<file path="config.mk">
export PLATFORM = sky130hd
export DESIGN_NAME = interval_pair_bit_decoder_top
export DESIGN_NICKNAME = d
export VERILOG_FILES = /design/src/design/ipbd_pkg.sv /design/src/design/interval_pair_bit_decoder_top.sv
export VERILOG_INCLUDE_DIRS = /design/src /design/src/design
export SDC_FILE = /design/constraint.sdc
export NUM_CORES = 1
export LEC_CHECK = 0
export BUFFER_PORTS_ARGS = -buffer_cell sky130_fd_sc_hd__buf_4
export CORE_AREA = 3 3 155 194
export DETAILED_ROUTE_END_ITERATION = 16
export DIE_AREA = 0 0 158 197
export PLACE_DENSITY_LB_ADDON = 0.25
export SLEW_MARGIN = 20
export SYNTH_ARGS = -nofsm -noshare
export SYNTH_HDL_FRONTEND = slang
export SYNTH_SLANG_ARGS = --single-unit
</file>
<file path="constraint.sdc">
create_clock -name clk -period 8.7 [get_ports clk]
set_input_delay 0.87 -clock clk [delete_from_list [all_inputs] [get_ports clk]]
set_output_delay 0.87 -clock clk [all_outputs]
set_load 0.005 [all_outputs]
</file>
<file path="src/design/assert_macros.svh">
// Assertion macros shared by the interval pair decoder RTL.
// Users include this file inside a module body that has clk and rst_n.
`ifndef ASSERT_MACROS_SVH
`define ASSERT_MACROS_SVH

// Check a property on every clock edge while out of reset.
`define IPBD_ASSERT(label, prop, msg) \
  label: assert property (@(posedge clk) disable iff (!rst_n) prop) else $error(msg);

// Check a property on every clock edge, reset cycles included.
`define IPBD_ASSERT_RST(label, prop, msg) \
  label: assert property (@(posedge clk) prop) else $error(msg);

`endif

</file>
<file path="src/design/ipbd_pkg.sv">
// Package for the interval pair bit decoder: payload structs,
// configuration register indexes and reset values. No dependencies.
`timescale 1ns / 1ps

package ipbd_pkg;

  // Configuration register width and index width
  localparam int CFG_W     = 20;
  localparam int CFG_IDX_W = 2;

  // Arrival timestamp width on the input channel
  localparam int ARRIVAL_W = 32;

  // Default internal time base width
  localparam int TIME_BITS_DEF = 32;

  // Register reset values
  localparam logic [CFG_W-1:0] TOLERANCE_RST = CFG_W'(3500);
  localparam logic [CFG_W-1:0] SHORT_RST     = CFG_W'(10000);
  localparam logic [CFG_W-1:0] LONG_RST      = CFG_W'(30000);

  // Configuration register indexes
  typedef enum logic [CFG_IDX_W-1:0] {
    CFG_TOLERANCE = 2'd0,
    CFG_SHORT     = 2'd1,
    CFG_LONG      = 2'd2
  } cfg_idx_t;

  // Input transaction payload
  typedef struct packed {
    logic [ARRIVAL_W-1:0] arrival_us;
    logic                 has_timestamp;
  } in_item_t;

  // Result transaction payload
  typedef struct packed {
    logic data_bit;
    logic pair_mismatch;
  } out_item_t;

endpackage

</file>
<file path="src/design/interval_pair_bit_decoder_top.sv">
// Channel   | handshake            | payload
// ----------+----------------------+----------------------------------
// input     | in_valid / in_ready  | in_data  (arrival_us, has_timestamp)
// result    | out_valid / out_ready| out_data (data_bit, pair_mismatch)
// config    | cfg_we               | cfg_index, cfg_wdata (20 bits)
//
// An accepted transaction is latched in an input register, then decoded
// against the interval and symbol state once the output register can take a
// result; any result lands there. Sustained rate is one transaction per cycle
// while out_ready holds. Reset (rst_n, synchronous) clears valid flags and
// decoder state and loads the default windows. A stalled result register
// holds the input stage, which still takes a transaction while it is empty.
//
// Depends on ipbd_pkg and assert_macros.svh.
`timescale 1ns / 1ps

module interval_pair_bit_decoder_top #(
  parameter int TIME_BITS = ipbd_pkg::TIME_BITS_DEF
) (
  input  logic                                clk,
  input  logic                                rst_n,
  input  logic                                in_valid,
  output logic                                in_ready,
  input  ipbd_pkg::in_item_t                  in_data,
  output logic                                out_valid,
  input  logic                                out_ready,
  output ipbd_pkg::out_item_t                 out_data,
  input  logic                                cfg_we,
  input  logic [ipbd_pkg::CFG_IDX_W-1:0]      cfg_index,
  input  logic [ipbd_pkg::CFG_W-1:0]          cfg_wdata
);

  import ipbd_pkg::*;

  `include "assert_macros.svh"

  // Compare width: wide enough for the interval and for nominal + tolerance
  localparam int CMP_W = (TIME_BITS > CFG_W + 1) ? TIME_BITS : CFG_W + 1;

  typedef enum logic [1:0] {
    PEND_NONE = 2'd0,
    PEND_ZERO = 2'd1,
    PEND_ONE  = 2'd2
  } pend_t;

  typedef enum logic {
    PHASE_FIRST  = 1'b0,
    PHASE_SECOND = 1'b1
  } phase_t;

  // Open window test: nom - tol < iv < nom + tol, lower bound dropped
  // when the tolerance exceeds the nominal value
  function automatic logic in_window(input logic [CMP_W-1:0] iv,
                                     input logic [CFG_W-1:0] nom,
                                     input logic [CFG_W-1:0] tol);
    logic [CMP_W-1:0] n;
    logic [CMP_W-1:0] t;
    n = CMP_W'(nom);
    t = CMP_W'(tol);
    return ((t > n) || (iv > n - t)) && (iv < n + t);
  endfunction

  // Configuration registers
  logic [CFG_W-1:0]     tol_r, short_r, long_r;

  // Input stage
  logic                 s1_valid_r, s1_valid_nxt;
  in_item_t             s1_data_r, s1_data_nxt;

  // Decoder state
  logic [TIME_BITS-1:0] last_arrival_r, last_arrival_nxt;
  logic [TIME_BITS-1:0] last_interval_r, last_interval_nxt;
  pend_t                pend_r, pend_nxt;
  phase_t               phase_r, phase_nxt;
  logic                 held_r, held_nxt;

  // Output stage
  logic                 out_valid_r, out_valid_nxt;
  out_item_t            out_data_r, out_data_nxt;

  // Decode signals
  logic                 s1_fire;
  logic [TIME_BITS-1:0] now;
  logic [TIME_BITS-1:0] ival;
  logic                 hit_long, hit_short;
  logic                 sym_done, sym_val;
  logic                 emit, mismatch;

  assign s1_fire  = s1_valid_r && (!out_valid_r || out_ready);
  assign in_ready = !s1_valid_r || s1_fire;

  // Interval from the latched timestamp, or reuse the previous one
  assign now       = TIME_BITS'(s1_data_r.arrival_us);
  assign ival      = s1_data_r.has_timestamp ? (now - last_arrival_r) : last_interval_r;
  assign hit_long  = in_window(CMP_W'(ival), long_r, tol_r);
  assign hit_short = in_window(CMP_W'(ival), short_r, tol_r);

  // Symbol assembly from interval halves
  always_comb begin
    pend_nxt = pend_r;
    sym_done = 1'b0;
    sym_val  = 1'b0;
    case (pend_r)
      PEND_NONE: begin
        if (hit_long) begin
          pend_nxt = PEND_ONE;
        end else if (hit_short) begin
          pend_nxt = PEND_ZERO;
        end
      end
      PEND_ONE: begin
        sym_done = hit_short;
        sym_val  = 1'b1;
        pend_nxt = PEND_NONE;
      end
      PEND_ZERO: begin
        sym_done = hit_long;
        sym_val  = 1'b0;
        pend_nxt = PEND_NONE;
      end
      default: begin
        pend_nxt = PEND_NONE;
      end
    endcase
  end

  // Pair check and next state
  always_comb begin
    last_arrival_nxt  = last_arrival_r;
    last_interval_nxt = last_interval_r;
    phase_nxt         = phase_r;
    held_nxt          = held_r;
    emit              = 1'b0;
    mismatch          = (held_r != sym_val);
    if (s1_fire) begin
      if (s1_data_r.has_timestamp) begin
        last_arrival_nxt  = now;
        last_interval_nxt = ival;
      end
      if (sym_done) begin
        if (phase_r == PHASE_FIRST) begin
          held_nxt  = sym_val;
          phase_nxt = PHASE_SECOND;
        end else begin
          emit = 1'b1;
          if (mismatch) begin
            held_nxt  = sym_val;
            phase_nxt = PHASE_SECOND;
          end else begin
            phase_nxt = PHASE_FIRST;
          end
        end
      end
    end
  end

  // Stage and output register next values
  always_comb begin
    s1_valid_nxt = s1_valid_r;
    s1_data_nxt  = s1_data_r;
    if (in_valid && in_ready) begin
      s1_valid_nxt = 1'b1;
      s1_data_nxt  = in_data;
    end else if (s1_fire) begin
      s1_valid_nxt = 1'b0;
    end

    out_valid_nxt = out_valid_r;
    out_data_nxt  = out_data_r;
    if (s1_fire) begin
      out_valid_nxt          = emit;
      out_data_nxt.data_bit      = held_r;
      out_data_nxt.pair_mismatch = mismatch;
    end else if (out_ready) begin
      out_valid_nxt = 1'b0;
    end
  end

  // Hold state, configuration and registered outputs
  always_ff @(posedge clk) begin
    if (!rst_n) begin
      tol_r           <= TOLERANCE_RST;
      short_r         <= SHORT_RST;
      long_r          <= LONG_RST;
      s1_valid_r      <= 1'b0;
      last_arrival_r  <= '0;
      last_interval_r <= '0;
      pend_r          <= PEND_NONE;
      phase_r         <= PHASE_FIRST;
      held_r          <= 1'b0;
      out_valid_r     <= 1'b0;
    end else begin
      if (cfg_we) begin
        case (cfg_idx_t'(cfg_index))
          CFG_TOLERANCE: tol_r   <= cfg_wdata;
          CFG_SHORT:     short_r <= cfg_wdata;
          CFG_LONG:      long_r  <= cfg_wdata;
          default: ;
        endcase
      end
      s1_valid_r      <= s1_valid_nxt;
      last_arrival_r  <= last_arrival_nxt;
      last_interval_r <= last_interval_nxt;
      if (s1_fire) begin
        pend_r <= pend_nxt;
      end
      phase_r         <= phase_nxt;
      held_r          <= held_nxt;
      out_valid_r     <= out_valid_nxt;
    end
    s1_data_r  <= s1_data_nxt;
    out_data_r <= out_data_nxt;
  end

  assign out_valid = out_valid_r;
  assign out_data  = out_data_r;

  // Checks on the decode pipeline
  `IPBD_ASSERT(a_ready_when_empty, !s1_valid_r |-> in_ready, "input stage empty but not ready")
  `IPBD_ASSERT(a_emit_second, emit |-> (phase_r == PHASE_SECOND), "result outside second phase")
  `IPBD_ASSERT(a_match_phase, (emit && !mismatch) |=> (phase_r == PHASE_FIRST), "match did not restart pair")
  `IPBD_ASSERT(a_mismatch_phase, (emit && mismatch) |=> (phase_r == PHASE_SECOND && out_valid_r), "mismatch lost")
  `IPBD_ASSERT(a_symbol_pending, sym_done |-> (pend_r != PEND_NONE), "symbol without first half")
  `IPBD_ASSERT_RST(a_reset_empty, !rst_n |=> (!out_valid_r && !s1_valid_r), "pipeline not empty after reset")

endmodule
</file>
==> qor.yml <==
rsz0062_at_grt: "false"
syn_nets: 2010
layout_common_cells: "277 x nand2_1, 216 x ha_1, 130 x dfxtp_1"
rows: 69
die_h_um: 197
pin_count: 64
ys_seq_area_share_pct: 25.9
setup_viol: 0
tns_ns: 0
synth-simple-area-share_pct: 19.4
dieArea_um2: 31100
startpoint_type: "flip-flop"
crit_path_max_fanout: 11
rr_endpoint: "held_r"
period_needed_ns: 6.69
gr-usage-all-layers_pct: 21.9
yosysWarningCount: 0
synth_top_flop_cell: "dfxtp_1"
syn_area_per_cell_um2: 8.16
clockBufferDepth: 2
ant_nets: 0
layout_commonest_cell: "nand2_1"
fmax_mhz: 149
synthCells: 1729
final_area_um2: 15400
h-tree-depth: 4
synthMuxAreaShare_pct: 2.56
required_ns: 9.05
synth_xor_area_share_pct: 6.21
drt_wl_total_mm: 33.8
post_cts_buffers: 0
num_vias: 12000
final_util_pct: 54.1
route.detailed.drc: 0
synth_fa_ha_area_share_pct: 19.9
synth.distinct_cells: 75
p_per_area_nw_per_um2: 163
hold_depth: 2
synth_top_family_by_area: "compound AO/OA/AOI/OAI gates"
r2r-start: "tol_r[1]"
hold_viol: 0
ctsResizeCount: 0
arrival_ns: 7.04
fillers: 2634
grt_first_pass_wirelength_mm: 55.8
grt_antenna_before_repair: 0
dr.pass1.iters: 5
initial_core_util_pct: 49.6
fp.dieW_um: 158
place_area_um2: 14800
status: "finished, final reports clean"
cts_buffers: 17
relSlewSlack_pct: 23.8
synth-seq-cells: 165
fin_skew_ns: 0.0161
drtIter0Drc: 643
cts.sinks: 165
critPathSlowestCell: "or4b_2"
nets: 2026
ir_drop_uv: 133
synth_edf_count: 35
synth_async_sr_flop_share_pct: 0
holdPathEnd: "last_arrival_r[2]"
crit_top_cell: "a21oi_1"
grt_pass1_vias: 11500
synthToLayoutAreaGrowth_pct: 8.90
place_hpwl_mm: 26.1
mappedNetlistArea_um2: 14100
grt.overflow.total: 0
tightest_slew_ns: 1.11
viasPerCell: 5.67
drv_cap: 0
cts_tree: "built"
place.gp.congestion: 0.910
slew_violations: 0
end_kind: "flip-flop"
critPathKind: "flip-flop to flip-flop"
clk_latency_ns: 0.45
holdBufCountCts: 0
cts.clk_slew.worst_paths_ns: 0.08
hold_class: "flip-flop to flip-flop"
grt_max_degree: 94
drive_gt1_share_pct: 8.02
insertedDiodeCount: 0
r2r_slack_ns: 2.01
rr_worst_depth: 27
p_leak_nw: 6.59
critPathMaxStageDelay_ns: 0.70
synth_compound_area_share_pct: 21.2
cts-root-buf: "clkbuf_16"
post-route-period-util_pct: 76.9
hold_start: "last_arrival_r[2]"
core_um2: 28400
routedWlPerCell_um: 16.0
port_buffers: 63
crit_family: "compound AO/OA/AOI/OAI gates"
path_buf_inv: 2
## kinds of logic (layout without fill, tap and decap cells)
family	Yosys count	after routing
mux	33	33
simple gates	587	587
buf+inv	181	210
fa+ha+maj	221	221
compound gates	442	442
flops	165	165
xor+xnor	100	100
## per-stage QoR
step	setup WS [ns]	hold WS, ns	power, mW	std cells
detailed placement	1.70	0.459	1.77	2080
finish	2.01	0.465	2.50	2113
global placement	1.92	0.450	1.74	2080
floorplan	2.63	0.439	1.54	1729
CTS	1.70	0.469	2.51	2112
global route	1.62	0.486	2.66	2113
## worst max-delay path by stage
stage                         from     end  slack (ns)  cells past startpoint
after floorplan           tol_r[1]  held_r        2.63                     26
after global placement    tol_r[1]  held_r        1.92                     26
after detailed placement  tol_r[1]  held_r        1.70                     26
after CTS                 tol_r[1]  held_r        1.70                     26
after global routing      tol_r[1]  held_r        1.62                     27
final                     tol_r[1]  held_r        2.01                     27
## cell usage after synthesis, drive strengths merged, types with 4 or more instances
cell type	n	area, um^2
a21o	41	308
a211o	7	61.3
mux2	24	270
a31oi	19	119
a2111oi	9	80.1
o211a	6	60.1
nor3b	7	52.6
o21bai	15	113
a221oi	4	35.0
o22ai	4	25.0
nand3b	5	37.5
nand2	278	1040
o211ai	17	133
o221ai	7	61.3
edfxtp	35	1050
o21ai	68	352
a2111o	5	56.3
ha	216	2700
fa	5	100
or3	5	31.3
nor2b	41	257
nand4	21	131
a21oi	109	549
mux2i	9	90.1
and3	10	62.6
and4	4	35.0
nor2	87	327
nand2b	29	181
nor3	29	145
nand3	36	180
xor2	35	307
and2	21	131
inv	107	402
clkbuf	68	256
a211oi	5	37.5
buf	5	22.5
a21boi	84	631
o21a	11	82.6
xnor2	65	569
dfxtp	130	2600
## power by group
| part | total [mW] | internal, mW | switching [mW] |
|---|---|---|---|
| Sequential | 0.847 | 0.821 | 0.0262 |
| Combinational | 0.923 | 0.393 | 0.531 |
| Clock | 0.728 | 0.373 | 0.354 |
## per-layer routing
layer / track usage, % / vias to the layer above / wire length, um / part of all wire, %
met3: 3.12 / 50 / 1330 / 3.9
met4: 6.31 / 0 / 686 / 2.0
met5: 0 / - / 0 / 0
li1: - / 6100 / - / -
met1: 28.7 / 5566 / 15800 / 47
met2: 37.4 / 255 / 15900 / 47
## worst min-delay path: stages, from the launching register on
cell	delay [ns]
dfxtp_1	0.31
nand2_1	0.05
a21boi_0	0.06
## state kept, by name, summed over array words and instances (netlist names), 2 cells and up
signal / cells
last_interval_r: 32
short_r: 20
last_arrival_r: 32
out_data: 2
pend_r: 2
now: 32
tol_r: 20
long_r: 20
## cell type report
type | instances | area (um^2) | share of cell area (%)
well taps | 355 | 444 | 2.89
repair buffers | 70 | 526 | 3.42
clock buffers | 18 | 429 | 2.79
clock inverters | 14 | 120 | 0.782
flip-flops and latches | 165 | 3650 | 23.8
multi-input cells | 1383 | 9780 | 63.7
inverters | 108 | 405 | 2.64
No activity file was read; power rests on OpenSTA's default activity.
